--- config.mk ---
export PLATFORM = sky130hd
export DESIGN_NAME = ternary_cube_calculus_unit_core
export DESIGN_NICKNAME = d
export VERILOG_FILES = /design/src/tccu_pkg.sv /design/src/ternary_cube_calculus_unit_core.sv /design/src/tccu_ctrl.sv /design/src/tccu_dp.sv
export SDC_FILE = /design/constraint.sdc
export NUM_CORES = 1
export LEC_CHECK = 0
export BUFFER_PORTS_ARGS = -buffer_cell sky130_fd_sc_hd__buf_2
export CAP_MARGIN = 0
export CORE_AREA = 2 2 142 144
export CTS_BUF_LIST = sky130_fd_sc_hd__clkbuf_4 sky130_fd_sc_hd__clkbuf_8
export CTS_CLUSTER_DIAMETER = 150
export CTS_CLUSTER_SIZE = 10
export DETAILED_ROUTE_END_ITERATION = 10
export DIE_AREA = 0 0 144 146
export PLACE_DENSITY = 0.75
export RECOVER_POWER = 100
export SLEW_MARGIN = 40
export SYNTH_ARGS = -nofsm -noshare
export SYNTH_HDL_FRONTEND = slang
export SYNTH_SLANG_ARGS = --single-unit
--- constraint.sdc ---
create_clock -name clk -period 4.7 [get_ports clk]
set_clock_uncertainty 0.15 [all_clocks]
set_input_delay 0.47 -clock clk [delete_from_list [all_inputs] [get_ports clk]]
set_output_delay 0.47 -clock clk [all_outputs]
set_load 0.05 [all_outputs]
--- src/tccu_pkg.sv ---
// ----------------------------------------------------------------------------
// tccu_pkg: shared definitions for the ternary cube calculus unit
// Command and status codes, widths, controller/datapath interface structs
// and small helper functions on 2-bit cube positions.
// ----------------------------------------------------------------------------
`default_nettype none

package tccu_pkg;

  localparam int MAX_VARS = 16;
  localparam int NUM_POS  = 16;
  localparam int CUBE_W   = 2 * NUM_POS;
  localparam int CNT_W    = 5;

  localparam logic [2:0] CMD_A_IN_B    = 3'd0;
  localparam logic [2:0] CMD_B_IN_A    = 3'd1;
  localparam logic [2:0] CMD_OVERLAP   = 3'd2;
  localparam logic [2:0] CMD_MERGE     = 3'd3;
  localparam logic [2:0] CMD_GMERGE    = 3'd4;
  localparam logic [2:0] CMD_INTERSECT = 3'd5;
  localparam logic [2:0] CMD_SHARP     = 3'd6;

  localparam logic [1:0] STAT_OK         = 2'd0;
  localparam logic [1:0] STAT_DC_DIFF    = 2'd1;
  localparam logic [1:0] STAT_MULTI_DIFF = 2'd2;
  localparam logic [1:0] STAT_CONFLICT   = 2'd3;

  localparam logic [1:0] POS_DC = 2'b10;

  // Commands from the controller to the datapath
  typedef struct packed {
    logic load_input;
    logic load_single;
    logic load_mask;
    logic load_piece;
  } tccu_ctl_t;

  // Status from the datapath to the controller
  typedef struct packed {
    logic multi;
    logic last_piece;
  } tccu_sts_t;

  // Map both don't-care codes onto one code
  function automatic logic [1:0] canon_pos(input logic [1:0] v);
    return v[1] ? POS_DC : v;
  endfunction

  // True when at least two bits are set
  function automatic logic two_or_more(input logic [NUM_POS-1:0] v);
    return (v & (v - NUM_POS'(1))) != '0;
  endfunction

endpackage

`default_nettype wire

--- src/ternary_cube_calculus_unit_core.sv ---
// ----------------------------------------------------------------------------
// ternary_cube_calculus_unit_core: ternary cube calculus unit, top level
// Containment, overlap, adjacent and generalized merge, intersection and
// sharp difference on two cubes of up to sixteen 2-bit positions.
// ----------------------------------------------------------------------------
//
//  channel | handshake              | payload
//  --------+------------------------+------------------------------------------
//  in      | in_valid / in_ready    | cmd, cube_a, cube_b
//  out     | out_valid / out_ready  | result_cube, test_flag, status,
//          |                        | empty_result, last
//  cfg     | psel/penable/pwrite    | paddr, pwdata, prdata (var_count at 0x0)
//
//  A request is captured, then evaluated into the output register when
//  the output is free; sharp evaluation loads the pending mask instead.
//  Sharp then emits one piece per cycle while the output is not stalled,
//  a rate set by the single output register. One request is in flight
//  at a time. Reset (rst, synchronous) empties the output register and
//  sets var_count to 16. A stalled output holds every piece in place.
// ----------------------------------------------------------------------------
`default_nettype none

module ternary_cube_calculus_unit_core (
  input  wire logic                        clk,
  input  wire logic                        rst,
  // request channel
  input  wire logic                        in_valid,
  output logic                             in_ready,
  input  wire logic [2:0]                  cmd,
  input  wire logic [tccu_pkg::CUBE_W-1:0] cube_a,
  input  wire logic [tccu_pkg::CUBE_W-1:0] cube_b,
  // result channel
  output logic                             out_valid,
  input  wire logic                        out_ready,
  output logic      [tccu_pkg::CUBE_W-1:0] result_cube,
  output logic                             test_flag,
  output logic      [1:0]                  status,
  output logic                             empty_result,
  output logic                             last,
  // configuration port
  input  wire logic                        psel,
  input  wire logic                        penable,
  input  wire logic                        pwrite,
  input  wire logic [2:0]                  paddr,
  input  wire logic [31:0]                 pwdata,
  output logic      [31:0]                 prdata,
  output logic                             pready
);

  logic [tccu_pkg::CNT_W-1:0] var_count;
  logic                       cfg_write;
  tccu_pkg::tccu_ctl_t        ctl;
  tccu_pkg::tccu_sts_t        sts;

  // Single register: paddr[2] clear selects var_count, the rest is unmapped
  assign pready    = 1'b1;
  assign cfg_write = psel && penable && pwrite && pready;
  assign prdata    = paddr[2] ? 32'd0 : {{(32 - tccu_pkg::CNT_W){1'b0}}, var_count};

  always_ff @(posedge clk) begin
    if (rst) begin
      var_count <= tccu_pkg::CNT_W'(16);
    end else if (cfg_write && !paddr[2]) begin
      var_count <= pwdata[tccu_pkg::CNT_W-1:0];
    end
  end

  // Sequencing: capture, evaluate, then emit sharp pieces one per cycle while the output is free
  tccu_ctrl u_ctrl (
    .clk       (clk),
    .rst       (rst),
    .in_valid  (in_valid),
    .in_ready  (in_ready),
    .out_valid (out_valid),
    .out_ready (out_ready),
    .ctl       (ctl),
    .sts       (sts)
  );

  // Operand registers, evaluation logic, pending mask and output register
  tccu_dp u_dp (
    .clk          (clk),
    .rst          (rst),
    .ctl          (ctl),
    .sts          (sts),
    .cmd          (cmd),
    .cube_a       (cube_a),
    .cube_b       (cube_b),
    .var_count    (var_count),
    .result_cube  (result_cube),
    .test_flag    (test_flag),
    .status       (status),
    .empty_result (empty_result),
    .last         (last)
  );

endmodule

`default_nettype wire

--- src/tccu_ctrl.sv ---
// ----------------------------------------------------------------------------
// tccu_ctrl: sequencing controller for the cube calculus unit
// Accepts one request at a time, orders evaluation and emission of results
// into the output register, and owns the output valid flag.
// ----------------------------------------------------------------------------
`default_nettype none

module tccu_ctrl (
  input  wire logic                clk,
  input  wire logic                rst,
  input  wire logic                in_valid,
  output logic                     in_ready,
  output logic                     out_valid,
  input  wire logic                out_ready,
  output tccu_pkg::tccu_ctl_t      ctl,
  input  wire tccu_pkg::tccu_sts_t sts
);

  localparam logic [1:0] ST_IDLE  = 2'd0;
  localparam logic [1:0] ST_EVAL  = 2'd1;
  localparam logic [1:0] ST_SHARP = 2'd2;

  logic [1:0] state;
  logic [1:0] state_next;
  logic       out_valid_next;
  logic       slot_free;

  assign slot_free = !out_valid || out_ready;
  assign in_ready  = (state == ST_IDLE);

  always_comb begin
    state_next = state;
    ctl        = '0;
    unique case (state)
      ST_IDLE: begin
        if (in_valid) begin
          ctl.load_input = 1'b1;
          state_next     = ST_EVAL;
        end
      end
      ST_EVAL: begin
        if (slot_free) begin
          if (sts.multi) begin
            ctl.load_mask = 1'b1;
            state_next    = ST_SHARP;
          end else begin
            ctl.load_single = 1'b1;
            state_next      = ST_IDLE;
          end
        end
      end
      ST_SHARP: begin
        if (slot_free) begin
          ctl.load_piece = 1'b1;
          if (sts.last_piece) begin
            state_next = ST_IDLE;
          end
        end
      end
      default: begin
        state_next = ST_IDLE;
      end
    endcase
  end

  always_comb begin
    if (ctl.load_single || ctl.load_piece) begin
      out_valid_next = 1'b1;
    end else if (out_ready) begin
      out_valid_next = 1'b0;
    end else begin
      out_valid_next = out_valid;
    end
  end

  always_ff @(posedge clk) begin
    if (rst) begin
      state     <= ST_IDLE;
      out_valid <= 1'b0;
    end else begin
      state     <= state_next;
      out_valid <= out_valid_next;
    end
  end

`ifndef SYNTH
  a_accept_to_eval: assert property (@(posedge clk) disable iff (rst)
    (state == ST_IDLE && in_valid) |=> (state == ST_EVAL))
    else $error("accepted request did not move to evaluation");

  a_single_result: assert property (@(posedge clk) disable iff (rst)
    (state == ST_EVAL && slot_free && !sts.multi) |=> (out_valid && state == ST_IDLE))
    else $error("single result not presented");

  a_last_piece: assert property (@(posedge clk) disable iff (rst)
    (state == ST_SHARP && slot_free && sts.last_piece) |=> (out_valid && state == ST_IDLE))
    else $error("final sharp piece did not end the command");
`endif

endmodule

`default_nettype wire

--- src/tccu_dp.sv ---
// ----------------------------------------------------------------------------
// tccu_dp: datapath of the cube calculus unit
// Holds the accepted cubes, evaluates tests, merges and sharp, keeps the
// mask of sharp positions still to emit and the output register.
// ----------------------------------------------------------------------------
`default_nettype none

module tccu_dp (
  input  wire logic                          clk,
  input  wire logic                          rst,
  input  wire tccu_pkg::tccu_ctl_t           ctl,
  output tccu_pkg::tccu_sts_t                sts,
  input  wire logic [2:0]                    cmd,
  input  wire logic [tccu_pkg::CUBE_W-1:0]   cube_a,
  input  wire logic [tccu_pkg::CUBE_W-1:0]   cube_b,
  input  wire logic [tccu_pkg::CNT_W-1:0]    var_count,
  output logic      [tccu_pkg::CUBE_W-1:0]   result_cube,
  output logic                               test_flag,
  output logic      [1:0]                    status,
  output logic                               empty_result,
  output logic                               last
);

  localparam int NP = tccu_pkg::NUM_POS;
  localparam int CW = tccu_pkg::CUBE_W;

  logic [2:0]                  held_cmd;
  logic [CW-1:0]               held_first;
  logic [CW-1:0]               held_second;
  logic [NP-1:0]               pending_positions;

  logic [tccu_pkg::CNT_W-1:0]  n_used;
  logic [NP-1:0]               used;
  logic [NP-1:0]               dc_diff;
  logic [NP-1:0]               const_diff;
  logic [NP-1:0]               fail_ab;
  logic [NP-1:0]               fail_ba;
  logic [NP-1:0]               piece_mask;
  logic [CW-1:0]               canon_a;
  logic [CW-1:0]               merge_cube;
  logic [CW-1:0]               piece_cube;
  logic [NP-1:0]               piece_sel;
  logic [NP-1:0]               pending_rest;
  logic [NP-1:0]               dc_first;
  logic [NP-1:0]               before_dc;
  logic [1:0]                  merge_status;

  logic [CW-1:0]               s_cube;
  logic                        s_flag;
  logic [1:0]                  s_status;
  logic                        s_empty;

  assign n_used = (var_count > tccu_pkg::CNT_W'(tccu_pkg::MAX_VARS))
                ? tccu_pkg::CNT_W'(tccu_pkg::MAX_VARS) : var_count;

  assign piece_sel    = pending_positions & (~pending_positions + NP'(1));
  assign pending_rest = pending_positions & ~piece_sel;

  // Per-position classification, all positions side by side
  always_comb begin
    logic [1:0] pa;
    logic [1:0] pb;
    logic       eq;
    for (int i = 0; i < NP; i++) begin
      pa            = tccu_pkg::canon_pos(held_first[2*i +: 2]);
      pb            = tccu_pkg::canon_pos(held_second[2*i +: 2]);
      eq            = (pa == pb);
      used[i]       = (tccu_pkg::CNT_W'(i) < n_used);
      dc_diff[i]    = used[i] && !eq && (pa[1] || pb[1]);
      const_diff[i] = used[i] && !eq && !pa[1] && !pb[1];
      fail_ab[i]    = used[i] && !eq && !pb[1];
      fail_ba[i]    = used[i] && !eq && !pa[1];
      piece_mask[i] = used[i] && pa[1] && !pb[1];
      canon_a[2*i +: 2] = used[i] ? pa : 2'b00;
      if (!used[i]) begin
        merge_cube[2*i +: 2] = 2'b00;
      end else if (eq) begin
        merge_cube[2*i +: 2] = pa;
      end else if (pa[1] || pb[1]) begin
        merge_cube[2*i +: 2] = pa[1] ? pb : pa;
      end else begin
        merge_cube[2*i +: 2] = tccu_pkg::POS_DC;
      end
      piece_cube[2*i +: 2] = piece_sel[i] ? {1'b0, ~pb[0]} : canon_a[2*i +: 2];
    end
  end

  // Adjacent merge: the earlier of a don't-care difference and the second
  // constant difference decides the status
  assign dc_first  = dc_diff & (~dc_diff + NP'(1));
  assign before_dc = dc_first - NP'(1);

  always_comb begin
    merge_status = tccu_pkg::STAT_OK;
    unique case (held_cmd)
      tccu_pkg::CMD_MERGE: begin
        if (dc_diff != '0 && !tccu_pkg::two_or_more(const_diff & before_dc)) begin
          merge_status = tccu_pkg::STAT_DC_DIFF;
        end else if (tccu_pkg::two_or_more(const_diff)) begin
          merge_status = tccu_pkg::STAT_MULTI_DIFF;
        end
      end
      tccu_pkg::CMD_GMERGE: begin
        if (tccu_pkg::two_or_more(const_diff)) begin
          merge_status = tccu_pkg::STAT_MULTI_DIFF;
        end
      end
      tccu_pkg::CMD_INTERSECT: begin
        if (const_diff != '0) begin
          merge_status = tccu_pkg::STAT_CONFLICT;
        end
      end
      default: begin
        merge_status = tccu_pkg::STAT_OK;
      end
    endcase
  end

  always_comb begin
    s_cube   = '0;
    s_flag   = 1'b0;
    s_status = tccu_pkg::STAT_OK;
    s_empty  = 1'b0;
    unique case (held_cmd) inside
      tccu_pkg::CMD_A_IN_B:  s_flag = (fail_ab == '0);
      tccu_pkg::CMD_B_IN_A:  s_flag = (fail_ba == '0);
      tccu_pkg::CMD_OVERLAP: s_flag = (const_diff == '0);
      tccu_pkg::CMD_MERGE, tccu_pkg::CMD_GMERGE, tccu_pkg::CMD_INTERSECT: begin
        s_status = merge_status;
        s_cube   = (merge_status == tccu_pkg::STAT_OK) ? merge_cube : '0;
      end
      tccu_pkg::CMD_SHARP: begin
        if (fail_ab == '0) begin
          s_empty = 1'b1;
        end else if (const_diff != '0) begin
          s_cube = canon_a;
        end else begin
          s_empty = (piece_mask == '0);
        end
      end
      default: begin
        s_cube = '0;
      end
    endcase
  end

  assign sts.multi = (held_cmd == tccu_pkg::CMD_SHARP) && (fail_ab != '0)
                   && (const_diff == '0) && (piece_mask != '0);
  assign sts.last_piece = (pending_rest == '0);

  always_ff @(posedge clk) begin
    if (rst) begin
      pending_positions <= '0;
      held_cmd          <= '0;
      held_first        <= '0;
      held_second       <= '0;
    end else begin
      if (ctl.load_mask) begin
        pending_positions <= piece_mask;
      end else if (ctl.load_piece) begin
        pending_positions <= pending_rest;
      end
      if (ctl.load_input) begin
        held_cmd    <= cmd;
        held_first  <= cube_a;
        held_second <= cube_b;
      end
    end
  end

  always_ff @(posedge clk) begin
    if (ctl.load_single) begin
      result_cube  <= s_cube;
      test_flag    <= s_flag;
      status       <= s_status;
      empty_result <= s_empty;
      last         <= 1'b1;
    end else if (ctl.load_piece) begin
      result_cube  <= piece_cube;
      test_flag    <= 1'b0;
      status       <= tccu_pkg::STAT_OK;
      empty_result <= 1'b0;
      last         <= sts.last_piece;
    end
  end

`ifndef SYNTH
  a_mask_loaded: assert property (@(posedge clk) disable iff (rst)
    ctl.load_mask |=> (pending_positions != '0))
    else $error("sharp mask loaded empty");

  a_one_piece: assert property (@(posedge clk) disable iff (rst)
    ctl.load_piece |=>
      ($countones(pending_positions) == $countones($past(pending_positions)) - 1))
    else $error("sharp emission did not retire exactly one position");
`endif

endmodule

`default_nettype wire

==> impl_results.md <==
- LEAKAGE: approximately 0.004 uW
- Yosys cell types: 94
- Gpl congestion: between 0.9 and 1
- Slack of the worst reg-to-reg path: 0.19 ns
- DP HPWL: 20240 um
- DRT Wirelength: 27520 um
- CP arrival: 4.65 ns
- Type of origin of the critical path: flip-flop
- Tot GR Track Use: 26.23%
- RSZ-0062 raised after global routing: no
- Kind of critical path: reg2reg
- Critical path required time: 4.85 ns
- EDFF count, synth: 36
- Largest area contributor in the netlist: dfxtp_1
- Fin crit period: about 4.5 ns
- Largest net degree at the start of global routing: 68
- Number of max-cap violations: 1
- Final Cell Area: 9889 um^2
- Die Wd: between 100 and 150 um
- Cell Area, Synth: slightly below 9000 um^2
- Hold Fails Final Rpt: 0
- Mean Syn Cell Area: 7.781 um^2
- # port buffers: roughly 120
- Placed cell areas: 9569 um^2
- Post-cts resize count: 0
- Initial DRC Count: 934
- Cell Count, Final, Fillers Out: 1515
- Period utilization: 95.87%
- Drt first pass iters: 6
- Setup crit end kind: flip-flop
- Final nets: 1363
- Height of the die: 146 um
- Root Driver: clkbuf_8
- Power Density: 309.8 nW/um^2
- Max clock buf depth: 2
- Fill count: 1920
- Grt total ovfl: 0
- Top_reg_cell synth: dfxtp_1
- Share of post-route cells with drive strength above 1: 14.48%
- Vias in the first global route: about 8100
- Worst-Skew Late Latency: 0.47 ns
- Via density: 5.777
- Worst Reg-to-Reg Cells: 14
- Initial antenna violation count: 0
- DIE AREA: 21020 um^2
- Peak VDD IR: 0.0001636 V
- CP startpoint: var_count[1]
- Register Area: about 2900 um^2
- CTS tree: built
- Critical Path End: u_dp.result_cube[23]
- Min-delay src: cube_a[16]
- Status: finished, violations left
- F_max: 221.9 MHz
- Worst-margin pin slew: between 2 and 3 ns
- Row count: 51
- First-pass GRT wire length: 43210 um
- Diode count: 0
- Starting Density: between 40% and 50%
- Core Area: 19330 um^2
- Number of routed nets with antenna violations: 0
- Endpoints failing setup: 0
- Drt drc: 0
- Crit Reg-Reg Startpoint: var_count[1]
- Final Max Slew Viols: 68
- Via count: 8752
- Multi-input logic area: 5152 um^2
- Worst hold path type: in2reg
- H-Tree Depth: 4
- Num Clock Sinks: around 130
- Hold-fix buffers, CTS: 0
- Crit Path Max Fanout: 16
- WL/cell: around 18 um
- Relative slew margins: -85.68%
- Failing checks: max-capacitance violations, max-slew violations
- R2R Path End: u_dp.result_cube[23]
- Top cell type's share of synthesized area: a little over a fifth
- Clk slew on worst S/H paths: 0.09 ns
- Post-CTS Setup Inserts: 0
- CTS Buf Count: 17
- Number of I/O pins: 181
- Mapped Cells: 1112
- Final TNS setup: 0 ns
- Post-synth ARST share: 0%
- Layout overhead on the synthesized area: 14.30%
- Cells after DPL: about 1500
- Yosys reg bits: 128
- YS warnings: 0
- Register area share after synthesis: 33.78%
- Synth top area cells: dfxtp_1, edfxtp_1, nand2_1, a21oi_1, nor2_1
[routing by layer]
metal	vias to the layer above	routed length, um	global-route usage (%)	share of wire, %
li1	4205	-	-	-
met1	4066	12210	36.53	44
met2	427	12230	39.60	44
met3	54	2417	6.318	8.8
met4	0	666	9.118	2.4
met5	-	0	0	0
[cells in the final DEF, fill, tap and decap left out, drive strengths merged, types with 28 or more instances in the layout]
cell type	Yosys	layout
o21ai	67	67
buf	47	114
nor3	33	33
conb	2	28
a21oi	113	113
nor2	90	90
nand2	193	193
clkbuf	35	74
inv	53	53
dfxtp	92	92
edfxtp	36	36
nor2b	31	31
[cells by family after synthesis]
family | Yosys count | share of synthesized area [%]
other | 2 | 0.08680
xor gates and xnor gates | 32 | 3.239
buffers and inverters | 135 | 7.650
AOI/OAI and AO/OA | 340 | 26.62
DFF | 128 | 33.78
muxes | 9 | 1.056
adders and majority gates | 22 | 3.008
and+or+nand+nor | 444 | 24.56
[worst min-delay path by stage]
stage               cells after the start                   end  slack, ns
global placement                        2   u_dp.held_first[24]       0.29
global route                            3  u_dp.held_second[25]       0.08
floorplan                               1       u_ctrl.state[0]       0.28
finish                                  3   u_dp.held_first[16]       0.08
CTS                                     3   u_dp.held_first[16]       0.06
detailed placement                      2  u_dp.held_second[20]       0.30
[worst max-delay path, stage by stage, from the launching register on]
cell and delay [ns]:
dfxtp_1 1.05, nor4_2 0.13, nor2_2 0.23, o2111ai_1 0.42
a211oi_1 0.44, nor2_1 0.09, a211oi_1 0.35, or3_1 0.18
a21oi_1 0.08, o211ai_2 0.33, a22oi_4 0.11, buf_4 0.21
buf_12 0.14, a211o_1 0.27, a21oi_1 0.16
[Yosys cell counts (all sizes together), types with 17 or more instances]
cell type,n
nor3,33
nand2b,18
inv,53
nor2,90
nor2b,31
buf,47
o21ai,67
nand2,193
dfxtp,92
a21oi,113
clkbuf,35
xor2,19
nand3,17
edfxtp,36
[registers in the layout (all words and copies together), names as in the netlist, 2 cells and up]
signal / cells
u_dp.result_cube: 32
u_dp.held_first: 32
u_dp.held_second: 32
u_dp.status: 2
var_count: 5
u_dp.pending_positions: 16
u_ctrl.state: 2
u_dp.held_cmd: 3
[where the power goes]
group	internal [uW]	switching, uW
combinational	284	553
clock	538	448
sequential	1190	55.2
[through the flow]
step	worst slack (ns)	total power [uW]	hold slack, ns	util (%)
after detailed placement	0.4850	2088	0.2973	49.49
after floorplan	0.5872	1868	0.2807	-
after global placement	0.4988	2077	0.2920	49.49
after global routing	0.06887	3203	0.07896	51.15
final	0.1941	3064	0.08089	51.15
after CTS	0.4591	3065	0.06208	51.54
[final cells by class]
class                      instances  area share, %
timing repair buffer             163          8.983
multi-input combinational        875          52.10
tap                              265          3.353
sequential                       128          29.55
clock inverter                     6         0.8350
clock buffer                      25          3.163
inverter                          53          2.012
(Power assumes the default switching activity.)
